==> config.mk <==
export PLATFORM = sky130hd
export DESIGN_NAME = mission_return_supervisor_fsm_top
export DESIGN_NICKNAME = d
export VERILOG_FILES = /design/src/design/mrs_pkg.sv /design/src/design/mission_return_supervisor_fsm_top.sv /design/src/design/mrs_cfg.sv /design/src/design/mrs_in_stage.sv /design/src/design/mrs_core.sv /design/src/design/mrs_out_stage.sv
export SDC_FILE = /design/constraint.sdc
export NUM_CORES = 1
export LEC_CHECK = 0
export BUFFER_PORTS_ARGS = -buffer_cell sky130_fd_sc_hd__buf_2
export CAP_MARGIN = 25
export CORE_UTILIZATION = 55
export DETAILED_ROUTE_END_ITERATION = 10
export GPL_ROUTABILITY_DRIVEN = 1
export PLACE_DENSITY = 0.91
export SYNTH_ARGS = -nofsm -noshare
export SYNTH_HDL_FRONTEND = slang
export SYNTH_HIERARCHICAL = 1
export SYNTH_SLANG_ARGS = --single-unit
==> constraint.sdc <==
create_clock -name clk -period 2.4 [get_ports clk]
set_input_delay 0.12 -clock clk [delete_from_list [all_inputs] [get_ports clk]]
set_output_delay 0.12 -clock clk [all_outputs]
set_load 0.1 [all_outputs]
==> src/design/mrs_pkg.sv <==
// Shared types and constants for the mission return supervisor.
`default_nettype none

package mrs_pkg;

  // Largest count the required-specials register may hold
  localparam int unsigned MAX_SPECIALS = 15;
  localparam int unsigned REQ_W        = 4;
  localparam int unsigned FOUND_W      = 8;

  // Command codes
  localparam logic [1:0] CMD_UPDATE = 2'd0;
  localparam logic [1:0] CMD_CANCEL = 2'd1;
  localparam logic [1:0] CMD_RESET  = 2'd2;

  typedef enum logic [2:0] {
    MODE_IDLE   = 3'd0,
    MODE_SEARCH = 3'd1,
    MODE_WAIT   = 3'd2,
    MODE_PLAN   = 3'd3,
    MODE_EXEC   = 3'd4,
    MODE_DONE   = 3'd5,
    MODE_ERROR  = 3'd6,
    MODE_CANCEL = 3'd7
  } mode_t;

  typedef enum logic [2:0] {
    RSN_NONE     = 3'd0,
    RSN_CANCEL   = 3'd1,
    RSN_NOFRONT  = 3'd2,
    RSN_BADSTART = 3'd3,
    RSN_RETURNED = 3'd4,
    RSN_NOROUTE  = 3'd5
  } reason_t;

  typedef struct packed {
    logic [1:0]         cmd;
    logic               mission_on;
    logic [FOUND_W-1:0] specials_found;
    logic               no_frontier;
    logic               nav_idle;
    logic               home_known;
    logic               at_home;
    logic               plan_ready;
    logic               plan_running;
  } in_item_t;

  typedef struct packed {
    mode_t   mode;
    reason_t reason;
    logic    stop_autonomy;
    logic    stop_motors;
    logic    block_actions;
    logic    clear_plan;
    logic    plan_return;
    logic    run_return;
    logic    returning;
  } out_item_t;

  // Handshake between the input register and the result register
  typedef struct packed {
    logic item_valid;  // input register holds a beat
    logic take_ok;     // result register can load this cycle
  } pipe_ctl_t;

endpackage

`default_nettype wire

==> src/design/mission_return_supervisor_fsm_top.sv <==
// Path: an accepted beat passes through the input register and then the result register to out_valid.
// Throughput: one beat per cycle while out_stall is low; the state update is a single pass through the FSM logic
//   between the input register and the result register.
// Back-pressure: in_stall rises only when the input register is full and the result
//   register is stalled.
// Reset: synchronous, active low; mission state to idle, required specials to 1.
`default_nettype none

module mission_return_supervisor_fsm_top (
  input  wire logic                      clk,
  input  wire logic                      rst_n,
  // input channel
  input  wire logic                      in_valid,
  output logic                           in_stall,
  input  wire mrs_pkg::in_item_t         in_data,
  // result channel
  output logic                           out_valid,
  input  wire logic                      out_stall,
  output mrs_pkg::out_item_t             out_data,
  // configuration: required specials
  input  wire logic                      cfg_valid,
  output logic                           cfg_ready,
  input  wire logic [mrs_pkg::REQ_W-1:0] cfg_data
);

  logic                      take_ok;
  mrs_pkg::pipe_ctl_t        ctl;
  mrs_pkg::in_item_t         item;
  mrs_pkg::out_item_t        result;
  logic [mrs_pkg::REQ_W-1:0] req_specials;

  // Clamped required-specials count; written only while the block is quiet is a user duty: cfg_ready is tied high
  mrs_cfg u_cfg (
    .clk          (clk),
    .rst_n        (rst_n),
    .cfg_valid    (cfg_valid),
    .cfg_ready    (cfg_ready),
    .cfg_data     (cfg_data),
    .req_specials (req_specials)
  );

  // Stage 1: register the incoming beat
  mrs_in_stage u_in (
    .clk      (clk),
    .rst_n    (rst_n),
    .in_valid (in_valid),
    .in_stall (in_stall),
    .in_data  (in_data),
    .take_ok  (take_ok),
    .ctl      (ctl),
    .item     (item)
  );

  // FSM: mission state advances in the same cycle the beat moves to the result register,
  // so the next beat in stage 1 already sees the updated state
  mrs_core u_core (
    .clk          (clk),
    .rst_n        (rst_n),
    .ctl          (ctl),
    .item         (item),
    .req_specials (req_specials),
    .result       (result)
  );

  // Stage 2: result register
  mrs_out_stage u_out (
    .clk        (clk),
    .rst_n      (rst_n),
    .item_valid (ctl.item_valid),
    .result     (result),
    .take_ok    (take_ok),
    .out_valid  (out_valid),
    .out_stall  (out_stall),
    .out_data   (out_data)
  );

endmodule

`default_nettype wire

==> src/design/mrs_cfg.sv <==
// Required-specials configuration register with clamping on write.
`default_nettype none

module mrs_cfg (
  input  wire logic                     clk,
  input  wire logic                     rst_n,
  input  wire logic                     cfg_valid,
  output logic                          cfg_ready,
  input  wire logic [mrs_pkg::REQ_W-1:0] cfg_data,
  output logic [mrs_pkg::REQ_W-1:0]     req_specials
);

  logic [mrs_pkg::REQ_W-1:0] req_r;
  logic [mrs_pkg::REQ_W-1:0] req_nxt;

  assign cfg_ready = 1'b1;

  always_comb begin
    req_nxt = cfg_data;
    if (cfg_data == '0) begin
      req_nxt = mrs_pkg::REQ_W'(1);
    end else if (32'(cfg_data) > mrs_pkg::MAX_SPECIALS) begin
      req_nxt = mrs_pkg::REQ_W'(mrs_pkg::MAX_SPECIALS);
    end
  end

  always_ff @(posedge clk) begin
    if (!rst_n) begin
      req_r <= mrs_pkg::REQ_W'(1);
    end else if (cfg_valid && cfg_ready) begin
      req_r <= req_nxt;
    end
  end

  assign req_specials = req_r;

endmodule

`default_nettype wire

==> src/design/mrs_in_stage.sv <==
// Input register: captures one beat and holds it until the result stage takes it.
`default_nettype none

module mrs_in_stage (
  input  wire logic               clk,
  input  wire logic               rst_n,
  input  wire logic               in_valid,
  output logic                    in_stall,
  input  wire mrs_pkg::in_item_t  in_data,
  input  wire logic               take_ok,
  output mrs_pkg::pipe_ctl_t      ctl,
  output mrs_pkg::in_item_t       item
);

  logic              vld_r;
  mrs_pkg::in_item_t data_r;
  logic              accept;

  assign in_stall = vld_r && !take_ok;
  assign accept   = in_valid && !in_stall;

  always_ff @(posedge clk) begin
    if (!rst_n) begin
      vld_r <= 1'b0;
    end else if (accept) begin
      vld_r <= 1'b1;
    end else if (take_ok) begin
      vld_r <= 1'b0;
    end
  end

  always_ff @(posedge clk) begin
    if (accept) begin
      data_r <= in_data;
    end
  end

  assign ctl.item_valid = vld_r;
  assign ctl.take_ok    = take_ok;
  assign item           = data_r;

endmodule

`default_nettype wire

==> src/design/mrs_core.sv <==
// Supervisor state machine: mission state registers, next state and request logic.
`default_nettype none

module mrs_core (
  input  wire logic                      clk,
  input  wire logic                      rst_n,
  input  wire mrs_pkg::pipe_ctl_t        ctl,
  input  wire mrs_pkg::in_item_t         item,
  input  wire logic [mrs_pkg::REQ_W-1:0] req_specials,
  output mrs_pkg::out_item_t             result
);

  mrs_pkg::mode_t   mode_r, mode_nxt;
  mrs_pkg::reason_t reason_r, reason_nxt;
  logic             plan_asked_r, plan_asked_nxt;
  logic             run_asked_r, run_asked_nxt;
  logic             ret_r, ret_nxt;

  mrs_pkg::mode_t   eff_mode;     // idle promotes to search on an active update
  logic             short_count;
  logic             active_upd;   // update with the mission on and not cancelled
  logic             step;

  logic stop, blk, clr, preq, rreq;

  assign step        = ctl.item_valid && ctl.take_ok;
  assign short_count = item.specials_found < {{(mrs_pkg::FOUND_W-mrs_pkg::REQ_W){1'b0}},
                                              req_specials};
  assign eff_mode    = (mode_r == mrs_pkg::MODE_IDLE) ? mrs_pkg::MODE_SEARCH : mode_r;
  assign active_upd  = (item.cmd == mrs_pkg::CMD_UPDATE) && item.mission_on &&
                       (mode_r != mrs_pkg::MODE_CANCEL);

  // Next state
  always_comb begin
    mode_nxt       = mode_r;
    reason_nxt     = reason_r;
    plan_asked_nxt = plan_asked_r;
    run_asked_nxt  = run_asked_r;
    ret_nxt        = ret_r;
    unique case (item.cmd)
      mrs_pkg::CMD_CANCEL: begin
        mode_nxt   = mrs_pkg::MODE_CANCEL;
        reason_nxt = mrs_pkg::RSN_CANCEL;
        ret_nxt    = 1'b0;
      end
      mrs_pkg::CMD_RESET: begin
        mode_nxt       = mrs_pkg::MODE_IDLE;
        reason_nxt     = mrs_pkg::RSN_NONE;
        plan_asked_nxt = 1'b0;
        run_asked_nxt  = 1'b0;
        ret_nxt        = 1'b0;
      end
      mrs_pkg::CMD_UPDATE: begin
        if (!item.mission_on && mode_r != mrs_pkg::MODE_CANCEL) begin
          mode_nxt       = mrs_pkg::MODE_IDLE;
          reason_nxt     = mrs_pkg::RSN_NONE;
          plan_asked_nxt = 1'b0;
          run_asked_nxt  = 1'b0;
          ret_nxt        = 1'b0;
        end else if (mode_r != mrs_pkg::MODE_CANCEL) begin
          mode_nxt = eff_mode;
          if (mode_r == mrs_pkg::MODE_IDLE) begin
            reason_nxt = mrs_pkg::RSN_NONE;
          end
          unique case (eff_mode)
            mrs_pkg::MODE_SEARCH: begin
              if (item.no_frontier && short_count) begin
                mode_nxt   = mrs_pkg::MODE_ERROR;
                reason_nxt = mrs_pkg::RSN_NOFRONT;
              end else if (!short_count) begin
                plan_asked_nxt = 1'b0;
                run_asked_nxt  = 1'b0;
                mode_nxt       = mrs_pkg::MODE_WAIT;
              end
            end
            mrs_pkg::MODE_WAIT: begin
              if (item.nav_idle) begin
                mode_nxt       = mrs_pkg::MODE_PLAN;
                ret_nxt        = 1'b1;
                plan_asked_nxt = 1'b1;
              end
            end
            mrs_pkg::MODE_PLAN: begin
              ret_nxt = 1'b1;
              if (!item.home_known) begin
                mode_nxt   = mrs_pkg::MODE_ERROR;
                reason_nxt = mrs_pkg::RSN_BADSTART;
              end else if (item.at_home) begin
                mode_nxt   = mrs_pkg::MODE_DONE;
                reason_nxt = mrs_pkg::RSN_RETURNED;
                ret_nxt    = 1'b0;
              end else if (item.plan_ready) begin
                mode_nxt      = mrs_pkg::MODE_EXEC;
                run_asked_nxt = 1'b1;
              end
            end
            mrs_pkg::MODE_EXEC: begin
              ret_nxt = 1'b1;
              if (!item.plan_running) begin
                ret_nxt = 1'b0;
                if (item.at_home) begin
                  mode_nxt   = mrs_pkg::MODE_DONE;
                  reason_nxt = mrs_pkg::RSN_RETURNED;
                end else begin
                  mode_nxt   = mrs_pkg::MODE_ERROR;
                  reason_nxt = mrs_pkg::RSN_NOROUTE;
                end
              end
            end
            default: begin
            end
          endcase
        end
      end
      default: begin
      end
    endcase
  end

  // Requests
  always_comb begin
    stop = 1'b0;
    blk  = 1'b0;
    clr  = 1'b0;
    preq = 1'b0;
    rreq = 1'b0;
    if (active_upd) begin
      unique case (eff_mode)
        mrs_pkg::MODE_SEARCH: begin
          stop = item.no_frontier && short_count;
          blk  = !short_count;
          clr  = !short_count;
        end
        mrs_pkg::MODE_WAIT: begin
          blk  = 1'b1;
          preq = item.nav_idle && !plan_asked_r;
        end
        mrs_pkg::MODE_PLAN: begin
          blk  = 1'b1;
          stop = !item.home_known || item.at_home;
          rreq = item.home_known && !item.at_home && item.plan_ready && !run_asked_r;
        end
        mrs_pkg::MODE_EXEC: begin
          blk  = 1'b1;
          stop = !item.plan_running;
        end
        default: begin
        end
      endcase
    end
  end

  always_ff @(posedge clk) begin
    if (!rst_n) begin
      mode_r       <= mrs_pkg::MODE_IDLE;
      reason_r     <= mrs_pkg::RSN_NONE;
      plan_asked_r <= 1'b0;
      run_asked_r  <= 1'b0;
      ret_r        <= 1'b0;
    end else if (step) begin
      mode_r       <= mode_nxt;
      reason_r     <= reason_nxt;
      plan_asked_r <= plan_asked_nxt;
      run_asked_r  <= run_asked_nxt;
      ret_r        <= ret_nxt;
    end
  end

  assign result.mode          = mode_nxt;
  assign result.reason        = reason_nxt;
  assign result.stop_autonomy = stop;
  assign result.stop_motors   = stop;
  assign result.block_actions = blk;
  assign result.clear_plan    = clr;
  assign result.plan_return   = preq;
  assign result.run_return    = rreq;
  assign result.returning     = ret_nxt;

endmodule

`default_nettype wire

==> src/design/mrs_out_stage.sv <==
// Result register: holds a finished beat until the consumer releases its stall.
`default_nettype none

module mrs_out_stage (
  input  wire logic                clk,
  input  wire logic                rst_n,
  input  wire logic                item_valid,
  input  wire mrs_pkg::out_item_t  result,
  output logic                     take_ok,
  output logic                     out_valid,
  input  wire logic                out_stall,
  output mrs_pkg::out_item_t       out_data
);

  logic               vld_r;
  mrs_pkg::out_item_t data_r;

  assign take_ok = !vld_r || !out_stall;

  always_ff @(posedge clk) begin
    if (!rst_n) begin
      vld_r <= 1'b0;
    end else if (take_ok) begin
      vld_r <= item_valid;
    end
  end

  always_ff @(posedge clk) begin
    if (take_ok && item_valid) begin
      data_r <= result;
    end
  end

  assign out_valid = vld_r;
  assign out_data  = data_r;

endmodule

`default_nettype wire

# [Yosys cells after proc, flatten, opt, wreduce, memory -nomap -nowiden]
# Cells that the tools add are included.
[word_totals] ff_bits=44
[op_classes] n_mux=50 n_reduce_logical=36 n_eq_ne=16 magnitude_cmp=1
[ops] op="$mux W3" count=17
[ops] op="$ne A4 B4 Y1 const B" count=8
[ops] op="$pmux W3 S3" count=3
[ops] op="$mux W1" count=19
[ops] op="$pmux W1 S2" count=6
[ops] op="$pmux W3 S4" count=1
[ops] op="$logic_and A1 B1 Y1" count=11
[ops] op="$logic_not A1 Y1" count=11
[ops] op="$reduce_and A9 Y1" count=1
[ops] op="$lt A8 B4 Y1" count=1
[ops] op="$reduce_and A7 Y1" count=1
[ops] op="$eq A3 B2 Y1 const B" count=2
[ops] op="$ne A3 B3 Y1 const B" count=2
[ops] op="$pmux W1 S3" count=2
[ops] op="$reduce_and A2 Y1" count=3
[ops] op="$logic_not A4 Y1" count=1
[ops] op="$mux W4" count=1
[ops] op="$reduce_bool A2 Y1" count=2
[ops] op="$eq A3 B1 Y1 const B" count=1
[ops] op="$eq A3 B3 Y1 const B" count=1
[ops] op="$logic_not A3 Y1" count=1
[ops] op="$reduce_or A3 Y1" count=1
[ops] op="$eq A2 B1 Y1 const B" count=1
[ops] op="$eq A2 B2 Y1 const B" count=1
[ops] op="other kinds (4)" count=5

# [Longest topological paths before layout]
# Gate-level depths: netlist (run 1).
[logic_depth] depth_word=9 ltp_mapped=8 mapped_depth_nobuf=7

# [Cells and area by module]
# The synthesis (run 1) kept the hierarchy.
[by_module_without_submodules] module="mrs_core" cells_each=163 area_each_um2=1137.3 seq_area_each_um2=180.2 instances=1
[by_module_without_submodules] module="mrs_in_stage" cells_each=23 area_each_um2=573.0 seq_area_each_um2=530.5 instances=1
[by_module_without_submodules] module="mrs_out_stage" cells_each=18 area_each_um2=431.7 seq_area_each_um2=410.4 instances=1
[by_module_without_submodules] module="mrs_cfg" cells_each=16 area_each_um2=172.7 seq_area_each_um2=80.1 instances=1

# [Worst setup path before layout (run 1)]
# OpenSTA, ideal clock, no wires.
[synth_path] path_kind="reg-to-reg" startpoint="reg u_out.vld_r, in the netlist u_out/out_valid" endpoint="reg u_in.data_r, in the netlist u_in/item[0], enable pin" arrival_ns=2.183 slack_ns=-0.132 n_path_buf=0 setup_time_ns=0.349 stages_incl_launch_ff=4 required_ns=2.051 path_cell_list="dfxtp_1 > nand2_1 > nor2b_4 > nor2b_1"
[synth_via] elab_chain_len=6
[synth_rtl] item="start: declaration" line="mrs_out_stage.sv:15" text="logic vld_r;"
[synth_rtl] item="start signal: assignment" line="mrs_out_stage.sv:24" text="vld_r <= item_valid;"
[synth_rtl] item="$logic_not A1 Y1" line="mrs_out_stage.sv:18" text="assign take_ok = !vld_r || !out_stall;"
[synth_rtl] item="$logic_or A1 B1 Y1" line="mrs_out_stage.sv:18"
[synth_rtl] item="via take_ok" line="mission_return_supervisor_fsm_top.sv:26" text="logic take_ok;"
[synth_rtl] item="$logic_not A1 Y1" line="mrs_in_stage.sv:19" text="assign in_stall = vld_r && !take_ok;"
[synth_rtl] item="$logic_and A1 B1 Y1" line="mrs_in_stage.sv:19"
[synth_rtl] item="via in_stall" line="mission_return_supervisor_fsm_top.sv:14" text="output logic in_stall,"
[synth_rtl] item="$logic_not A1 Y1" line="mrs_in_stage.sv:20" text="assign accept = in_valid && !in_stall;"
[synth_rtl] item="$logic_and A1 B1 Y1" line="mrs_in_stage.sv:20"
[synth_rtl] item="via u_in.accept" line="mrs_in_stage.sv:17" text="logic accept;"
[synth_rtl] item="end signal: assignment" line="mrs_in_stage.sv:34" text="data_r <= in_data;"
[synth_rtl] item="end: declaration" line="mrs_in_stage.sv:16" text="mrs_pkg::in_item_t data_r;"
# The timed path passes the listed nets, and every way through them passes these cells.
# A chain may end at the register's enable or synchronous reset.

# [Final worst setup path (run 1)]
[layout_path] startpoint="reg u_in.data_r, in the netlist u_in/item[9]" endpoint="reg u_out.data_r, in the netlist u_out/out_data[5] (data pin)"
[layout_via] elab_chain_len=3
[layout_rtl] item="$lt A8 B4 Y1" line="mrs_core.sv:27" text="assign short_count = item.specials_found < {{(mrs_pkg::FOUND_W-mrs_pkg::REQ_W){1'b0}},"
[layout_rtl] item="$logic_and A1 B1 Y1" line="mrs_core.sv:130" text="stop = item.no_frontier && short_count;"
[layout_rtl] item="$pmux W1 S3" line="mrs_core.sv:128" text="unique case (eff_mode)"
[layout_rtl] item="end signal: assignment" line="mrs_out_stage.sv:30" text="data_r <= result;"
[layout_rtl] item="end: declaration" line="mrs_out_stage.sv:16" text="mrs_pkg::out_item_t data_r;"
# No other way between the ends.

==> results.md, run 1 <==
- Yosys warnings: 6
- Total Routing Usage GR: 0.263
- Post-synth ARST share: 0
- Resize count post-CTS: 0
- Clock Skews: 0.00419 ns
- Drt first pass iters: 4
- Period utilisation layout: 0.910
- Final Max Tran Viols: 0
- Largest net degree at the start of global routing: 21
- Setup slack, reg-to-reg: 0.22 ns
- Crit Reg-Reg Endpoint: u_out/out_data[5]$_DFFE_PP_
- Synth Area in XOR/XNOR: 0
- Core Area: 0.00403 sq mm
- CP arrival: 2.21 ns
- Layout cells sized above 1: 0.230
- Pwr/cell area: 608 mW/mm^2
- Primary FF master, synth: edfxtp_1
- Distinct cells, synth: 57
- Final GP Congestion: 0.986
- Final WL: 5310 um
- Top cell type's share of synthesized area: 0.389
- Final setup viols: 0
- Worst endpoint required time: 2.43 ns
- CTS tree: yes
- Num rows: 23
- Pre-CTS setup slack: 0.302 ns
- Largest family of logic cells by synthesized area: compound AO/OA/AOI/OAI gates
- Setup_tns: 0 ns
- Maximum fanout along the worst path: 5
- Filler cells: 332
- Post-synthesis adder-cell area fraction: 0.0162
- Drt wl/cell: 16.7 um
- Worst hold stages: 1
- Sequential share of the synthesized area: 0.519
- Vias/cell: 5.91
- Yosys reg bits: 45
- DR iter-0 viols: 181
- Global route total overflow: 0
- Slew @ Worst Pin: 0.611 ns
- Setup ws final: 0.215 ns
- Synth cell count leaders: 30 x edfxtp_1, 19 x nand2_1, 15 x dfxtp_1
- Antenna diode count: 0
- Max Cap Viol: 0
- Post-Synth Simple-Gate Area: 0.175
- Min-delay worst type: input port to flop
- Reg2reg start: u_in/item[9]$_DFFE_PP_
- Die area: 0.00447 sq mm
- Top-count cell post-synth: edfxtp_1
- Worst Hold Path EP: u_in/item[1]$_DFFE_PP_
- Tmin final: 2.18 ns
- Reg2Reg Depth: 6
- Yosys top cell by area: edfxtp_1
- Leakage power: 1.07 nW
- Clock sink count: 45
- Clock Path Buffers: 2
- Synthesized Nets: 249
- Clk root buf: clkbuf_8
- Clock transition at path regs: 0.08 ns
- Status: complete, no violations
- Synth Cell Area: 0.00231 sq mm
- Post-layout net count: 298
- Placed instance count: 297
- HP Start: in_data[1]
- Startpoint Class: flop
- Area grow syn2layout: 17.7%
- Synth top area cells: edfxtp_1 39%, dfxtp_1 13%, buf_4 3.6%
- Antenna Nets Post-Route: 0
- Mapped Cells: 220
- CP Capture Type: flop
- Residual DRC count: 0
- Via count: 1885
- Chip Height: 66.9 um
- Worst slew margin: 0.592
- Compound-gate portion of the synthesized area: 0.191
- Clk_lat worst skew: 0.29 ns
- Final hold vios: 0
- I/O Buffers: 40
- Initial Util: 0.575
- Mux cell area share after synthesis: 0.0173
- Final HPWL DP: 3630 um
- Initial antenna violation count: 0
- Die width: 66.9 um
- Vias in the first global route: 1804
- First-pass GRT wire length: 8360 um
- Avg Inst Size Synth: 10.5 sq um
- Total CTS buffers: 5
- Peak VDD IR: 0.398 mV
- Fin cells: 319
- RSZ-0062 raised after global routing: false
- Top Ports: 42
- Critical path class: flop to flop
- Max Clk Rate: 458 MHz
- Post-synth EDFFs: 30
- CTS H-tree lvls: 2
## critical path, cell delays in order (launching register included)
cell	delay, ns
edfxtp_1	0.37
ha_1	0.21
nor4_1	0.30
nand2_1	0.16
nor2_1	0.31
a31oi_1	0.15
a2111oi_1	0.42
## state kept, by name (all words and copies together), names as in the netlist
signal / count
u_cfg/req_specials: 4
u_core/mode_r: 3
u_core/plan_asked_r: 1
u_core/reason_r: 3
u_core/ret_r: 1
u_core/run_asked_r: 1
u_in/item: 17
u_in/vld_r: 1
u_out/out_data: 13
u_out/out_valid: 1
## layout by cell type, fill, tap and decap left out, types with 4 or more instances in the layout
cell type,netlist,final
nand2_1,19,19
inv_1,11,11
buf_4,11,7
nor2b_1,7,7
edfxtp_1,30,30
nor3_1,5,5
a31oi_1,5,5
a21oi_1,10,10
dfxtp_1,15,14
nor2_1,14,14
dlygate4sd3_1,0,15
clkbuf_8,0,6
mux2i_1,4,4
o21ai_0,13,13
buf_2,4,40
nand3_1,5,5
## metrics by stage
step	area (sq um)	utilization	hold slack, ns	power [mW]
floorplan	2320	-	0.192	1.13
global placement	2490	0.617	0.296	1.19
detailed placement	2490	0.617	0.298	1.19
CTS	2720	0.676	0.00313	1.66
global route	2720	0.676	0.000970	1.73
finish	2720	0.676	0.00814	1.66
## where the power goes
| part | switching, mW | internal, mW | total (mW) |
|---|---|---|---|
| logic | 0.196 | 0.0969 | 0.292 |
| registers | 0.0369 | 0.870 | 0.907 |
| clock network | 0.229 | 0.228 | 0.458 |
| total | 0.462 | 1.20 | 1.66 |
## final cells by class
class,instances,area (sq um),area share
inverter,11,41.3,0.0152
timing repair buffer,62,403,0.148
multi-input combinational,144,928,0.341
sequential,45,1200,0.441
tap,50,62.6,0.0230
clock buffer,7,86.3,0.0317
## repair_timing
item / CTS / global route
hold buffers: 15 / 0
endpoints found under the hold margin: 15 / 0
buffers inserted: 0 / 0
## metal layers
layer / vias up / routed length [um] / track usage
li1: 903 / - / -
met1: 856 / 2210 / 0.329
met2: 103 / 2590 / 0.412
met3: 23 / 290 / 0.0445
met4: 0 / 225 / 0.178
met5: - / 0 / 0
## logic make-up after synthesis
logic type                 count (synthesis)
AOI/OAI and AO/OA                         65
and+or+nand+nor                           71
muxes                                      4
buffers and inverters                     31
other                                      1
DFF                                       45
adders and majority gates                  3
## worst max-delay path by stage
stage | from | endpoint | cells after the start
2_1_floorplan | u_out/out_valid$_SDFFE_PN0P_ | u_in/item[0]$_DFFE_PP_ | 3
3_3_place_gp | u_core/mode_r[2]$_SDFFE_PN0P_ | u_out/out_data[5]$_DFFE_PP_ | 4
3_5_place_dp | u_in/item[9]$_DFFE_PP_ | u_out/out_data[5]$_DFFE_PP_ | 6
4_1_cts | u_in/item[9]$_DFFE_PP_ | u_out/out_data[5]$_DFFE_PP_ | 6
5_1_grt | u_in/item[9]$_DFFE_PP_ | u_out/out_data[6]$_DFFE_PP_ | 6
6_report | u_in/item[9]$_DFFE_PP_ | u_out/out_data[5]$_DFFE_PP_ | 6
Power figures use the tool's default switching activity.
==> run 2: changes to the inputs <==
Settings changed: REMOVE_ABC_BUFFERS from default to 1.
==> results.md, run 2 (synthesis gave the netlist of run 1 again) <==
- Status: complete, no violations
- Clock transition at path regs: 0.08 ns (about the same)
- Total Routing Usage GR: 0.253 (-0.00978)
- Worst slew margin: 0.594 (+0.00219)
- Max Clk Rate: 483 MHz (+5.4%)
- Commonest non-fill, non-tap cell in the layout: buf_2
- Filler cells: 303 (-8.7%)
- Chip Height: 66.9 um (unchanged)
- Final HPWL DP: 3580 um (-1.3%)
- Core Area: 0.00403 sq mm (unchanged)
- Worst endpoint required time: 2.46 ns (+0.03 ns)
- Critical path class: flop to flop
- Global route total overflow: 0 (unchanged)
- Slew @ Worst Pin: 0.608 ns (-0.00327 ns)
- Period utilisation layout: 0.863 (-0.0470)
- Vias in the first global route: 1773 (-1.7%)
- Crit Reg-Reg Endpoint: u_out/out_data[9]$_DFFE_PP_
- Clock Skews: 0.00648 ns (+0.00229 ns)
- Leakage power: 1.06 nW (-0.70%)
- Die area: 0.00447 sq mm (unchanged)
- Final Max Tran Viols: 0 (unchanged)
- Register area: 0.00120 sq mm (-0.10%)
- Max Cap Viol: 0 (unchanged)
- Startpoint Class: flop
- Vias/cell: 5.85 (-1.1%)
- Initial Util: 0.575 (unchanged)
- Reg2Reg Depth: 6 (unchanged)
- Top Ports: 42 (unchanged)
- CTS H-tree lvls: 2 (unchanged)
- Clk root buf: clkbuf_8
- CTS tree: yes
- Maximum fanout along the worst path: 4 (-1)
- Via count: 1865 (-1.1%)
- Clock Path Buffers: 2 (unchanged)
- Drt wl/cell: 15.9 um (-4.3%)
- Setup slack, reg-to-reg: 0.33 ns (+0.11 ns)
- Largest net degree at the start of global routing: 21 (unchanged)
- Area taken by multi-input logic gates: 931 sq um (+0.27%)
- CP Capture Type: flop
- Clk_lat worst skew: 0.30 ns (about the same)
- Clock sink count: 45 (unchanged)
- Layout cells sized above 1: 0.219 (-0.0112)
- Area grow syn2layout: 17.4%
- I/O Buffers: 40 (unchanged)
- Num rows: 23 (unchanged)
- Worst Hold Path EP: u_in/vld_r$_SDFFE_PN0P_
- Pwr/cell area: 603 mW/mm^2 (-0.80%)
- Antenna Nets Post-Route: 0 (unchanged)
- Min-delay worst type: input port to flop
- Final hold vios: 0 (unchanged)
- Placed instance count: 294 (-1.0%)
- Die width: 66.9 um (unchanged)
- Residual DRC count: 0 (unchanged)
- Final setup viols: 0 (unchanged)
- CP Launch Point: u_in/item[9]$_DFFE_PP_
- Reg2reg start: u_in/item[9]$_DFFE_PP_
- Final WL: 5090 um (-4.3%)
- CP arrival: 2.13 ns (-0.08 ns)
- Hold_ws: 0.0417 ns (+0.0335 ns)
- Worst hold stages: 2 (+1)
- Total CTS buffers: 5 (unchanged)
- Final GP Congestion: 0.917 (-7.0%)
- RSZ-0062 raised after global routing: false
- DR iter-0 viols: 204 (+13%)
- Number of flip-flops in the largest register: 17 (unchanged)
- Drt first pass iters: 4 (unchanged)
- Tmin final: 2.07 ns (-0.113 ns)
- Initial antenna violation count: 0 (unchanged)
- Antenna diode count: 0 (unchanged)
- Post-layout net count: 297 (-0.34%)
- Most frequent cells in the layout: 40 x buf_2, 30 x edfxtp_1, 19 x nand2_1
- First-pass GRT wire length: 8210 um (-1.7%)
- Peak VDD IR: 0.423 mV (+6.4%)
- Post-CTS setup buffers: 0 (unchanged)
- HP Start: in_valid
- Fin cells: 319 (unchanged)
## run 2: changes by cell type in the layout (fill, tap and decap cells not counted), sizes merged
cell         change
clkbuf           -2
dlygate4sd3      +2
clkinv           +3
buf              -3
## run 2: layout make-up
cell class,instances,area share
sequential,45,0.442
clock buffer,5,0.0253
multi-input combinational,144,0.343
tap,50,0.0230
inverter,11,0.0152
timing repair buffer,61,0.147
clock inverter,3,0.00460
## run 2: worst max-delay path, stage by stage (launching register included)
cell,delay [ns]
edfxtp_1,0.38
ha_1,0.21
nor4_1,0.27
nand2_1,0.16
o31ai_1,0.42
nand2_1,0.18
a22o_1,0.22
## run 2: worst max path at each step
stage | to | slack, ns | depth (start not counted)
after floorplan | u_in/item[0]$_DFFE_PP_ | -0.15 | 3
after global placement | u_out/out_data[6]$_DFFE_PP_ | 0.38 | 6
after detailed placement | u_out/out_data[5]$_DFFE_PP_ | 0.24 | 6
after CTS | u_out/out_data[5]$_DFFE_PP_ | 0.23 | 6
after global routing | u_out/out_data[5]$_DFFE_PP_ | 0.13 | 6
final | u_out/out_data[9]$_DFFE_PP_ | 0.33 | 6
## run 2: report_power, final
part           switching [mW]  internal (mW)
Combinational           0.194         0.0962
Sequential             0.0349          0.869
Clock                   0.249          0.196
## run 2: per-layer routing
layer  vias to the layer above  GRT usage  share of wire
li1                        902          -              -
met1                       869      0.321           0.43
met2                        84      0.412           0.48
met3                        10     0.0497          0.064
met4                         0      0.117          0.022
met5                         -          0              0
## run 2: repair_timing
action	4_1_cts	5_1_grt
hold buffers	17	0
endpoints found under the hold margin	17	0
gates resized for setup	0	1
endpoints found under the setup margin	0	2
## run 2: stage by stage
step	setup TNS (ns)	area, sq um	power (mW)	utilization	setup WS, ns
3_5_place_dp	0	2460	1.19	0.611	0.243
4_1_cts	0	2720	1.64	0.674	0.227
6_report	0	2720	1.64	0.675	0.328
2_1_floorplan	-2.57	2170	1.11	-	-0.151
5_1_grt	0	2720	1.69	0.675	0.130
3_3_place_gp	0	2460	1.18	0.611	0.380
==> run 3: changes to the inputs <==
Settings changed: GPL_TIMING_DRIVEN from default to 1, SYNTH_HIERARCHICAL 1 to default.
==> results.md, run 3 <==
- Initial antenna violation count: 0 (unchanged)
- Slowest stage cell, crit path: nor4_1
- Commonest non-fill, non-tap cell in the layout: buf_2
- Tmin final: 2.16 ns (+0.0886 ns)
- Residual DRC count: 0 (unchanged)
- Final setup viols: 0 (unchanged)
- CP top delay family: simple AND/OR/NAND/NOR gates
- Final WL: 4960 um (-2.5%)
- Final hold vios: 0 (unchanged)
- Critical path buffers and inverters: 0 (unchanged)
- Antenna Nets Post-Route: 0 (unchanged)
- Global route total overflow: 0 (unchanged)
- CTS H-tree lvls: 2 (unchanged)
- Slew @ Worst Pin: 0.669 ns (+0.0612 ns)
- CTS tree: yes
- Chip Height: 65.7 um (-1.8%)
- Total CTS buffers: 5 (unchanged)
- DR iter-0 viols: 195 (-4.4%)
- Post-layout net count: 289 (-2.7%)
- Vias in the first global route: 1726 (-2.7%)
- Synth Cell Area: 0.00223 sq mm (-3.7%)
- I/O Buffers: 40 (unchanged)
- Final Max Tran Viols: 0 (unchanged)
- First-pass GRT wire length: 7900 um (-3.8%)
- Yosys top cell by area: edfxtp_1
- Top-count cell post-synth: edfxtp_1
- Period utilisation layout: 0.900 (+0.0369)
- Clock sink count: 44 (-2.2%)
- Post-synth EDFFs: 29 (-3.3%)
- Final HPWL DP: 3300 um (-7.9%)
- Status: complete, no violations
- Core Area: 0.00377 sq mm (-6.4%)
- Area grow syn2layout: 20.6%
- Maximum fanout along the worst path: 4 (unchanged)
- Filler cells: 275 (-9.2%)
- Hold_ws: 0.00328 ns (-0.0384 ns)
- Drt wl/cell: 16.0 um (+0.62%)
- Total Routing Usage GR: 0.247 (-0.00597)
- Yosys warnings: 0 (-6)
- Die area: 0.00431 sq mm (-3.6%)
- Final GP Congestion: 0.963 (+5.0%)
- Num rows: 22 (-4.3%)
- Yosys reg bits: 44 (-2.2%)
- Post-synth ARST share: 0 (unchanged)
- Drt first pass iters: 5 (+1)
- Min-delay worst type: input port to flop
- Max Cap Viol: 0 (unchanged)
- Via count: 1878 (+0.70%)
- Placed instance count: 285 (-3.1%)
- Top Ports: 42 (unchanged)
- Setup ws final: 0.239 ns (-0.0886 ns)
- Synth cell count leaders: 29 x edfxtp_1, 16 x nand2_1, 15 x dfxtp_1
- Crit path cell chain: ha_1, nor4_1, and2_1, nand4_1, o211a_1, a2111oi_2
- RSZ-0062 raised after global routing: false
- Post-CTS setup buffers: 0 (unchanged)
- Peak VDD IR: 0.422 mV (-0.29%)
- Clk root buf: clkbuf_8
- Startpoint Class: flop
- CP arrival: 2.27 ns (+0.14 ns)
- Final core occ: 0.713 (+0.0385)
- Leakage power: 1.06 nW (about the same)
- Critical path class: flop to flop
- Antenna diode count: 0 (unchanged)
- Die width: 65.7 um (-1.8%)
- Sequential share of the synthesized area: 0.525 (+0.00633)
- Setup slack, reg-to-reg: 0.24 ns (-0.09 ns)
- Pwr/cell area: 601 mW/mm^2 (-0.36%)
- Mapped Cells: 206 (-6.4%)
- Clk_lat worst skew: 0.30 ns (about the same)
- Clock transition at path regs: 0.08 ns (about the same)
- Avg Inst Size Synth: 10.8 sq um (+2.9%)
- Slowest stage delay, CP: 0.44 ns (+0.02 ns)
- Distinct cells, synth: 61 (+7.0%)
- Layout cells sized above 1: 0.241 (+0.0220)
- Clock Skews: 0.00639 ns (-0.0000962 ns)
- Fin cells: 309 (-3.1%)
- Worst endpoint required time: 2.51 ns (+0.05 ns)
- Number of flip-flops in the largest register: 17 (unchanged)
- Pre-CTS setup slack: 0.328 ns (+0.0847 ns)
- Top cell type's share of synthesized area: 0.391 (+0.00138)
- Synth top area cells: edfxtp_1 39%, dfxtp_1 13%, o21ai_0 3.1%
- Vias/cell: 6.08 (+4.0%)
- CP Capture Type: flop
- Largest net degree at the start of global routing: 20 (-4.8%)
- Primary FF master, synth: edfxtp_1
- Most frequent cells in the layout: 40 x buf_2, 29 x edfxtp_1, 16 x nand2_1, 16 x dlygate4sd3_1, 15 x dfxtp_1
- Initial Util: 0.591 (+0.0167)
- Worst slew margin: 0.553 (-0.0408)
- Clock Path Buffers: 2 (unchanged)
- Max Clk Rate: 463 MHz (-4.1%)
==> run 3: stage by stage <==
stage               setup TNS, ns  instance area, sq um  total power, mW
finish                          0                  2690             1.62
global route                    0                  2690             1.67
CTS                             0                  2690             1.61
detailed placement              0                  2450             1.17
global placement                0                  2450             1.16
floorplan                   -6.34                  2150             1.09
==> run 3: cell type report <==
type / count / area (sq um) / area share
Multi-Input combinational cell: 139 / 943 / 0.351
Clock inverter: 3 / 13.8 / 0.00512
Inverter: 9 / 33.8 / 0.0126
Tap cell: 48 / 60.1 / 0.0223
Timing Repair Buffer: 61 / 398 / 0.148
Clock buffer: 5 / 68.8 / 0.0256
Sequential cell: 44 / 1170 / 0.436
==> run 3: path summary, 6_finish.rpt <==
path                                                    startpoint  cells after the start                                  to
worst max-delay path                        u_in.item[9]$_DFFE_PP_                      6     u_out.out_data[6]$_SDFFCE_PN0P_
worst min-delay path                                    in_data[7]                      1              u_in.item[7]$_DFFE_PP_
worst max register to register              u_in.item[9]$_DFFE_PP_                      6     u_out.out_data[6]$_SDFFCE_PN0P_
worst min register to register  u_cfg.req_specials[0]$_SDFFE_PN1P_                      2  u_cfg.req_specials[0]$_SDFFE_PN1P_
==> run 3: power by group <==
part / internal [mW] / switching [mW] / total [mW]
clock: 0.198 / 0.244 / 0.441
sequential: 0.849 / 0.0388 / 0.888
combinational: 0.0959 / 0.191 / 0.287
total: 1.14 / 0.474 / 1.62
==> run 3: cells by family after synthesis <==
| logic type | share of synthesized area |
|---|---|
| fa+ha+maj | 0.0168 |
| buf+inv | 0.0516 |
| compound gates | 0.215 |
| simple gates | 0.176 |
| other cells | 0.00168 |
| mux | 0.0135 |
| flops | 0.525 |
==> run 3: routing by layer <==
| metal | global-route usage | vias up | wire, um | part of all wire |
|---|---|---|---|---|
| met2 | 0.432 | 98 | 2460 | 0.50 |
| met1 | 0.303 | 880 | 2060 | 0.42 |
| li1 | - | 890 | - | - |
| met4 | 0.106 | 0 | 84 | 0.017 |
| met3 | 0.0295 | 10 | 355 | 0.072 |
| met5 | 0 | - | 0 | 0 |
==> run 3: repair_timing <==
action	4_1_cts	5_1_grt
hold buffers	16	0
hold endpoints to repair	16	0
resized for setup	0	0
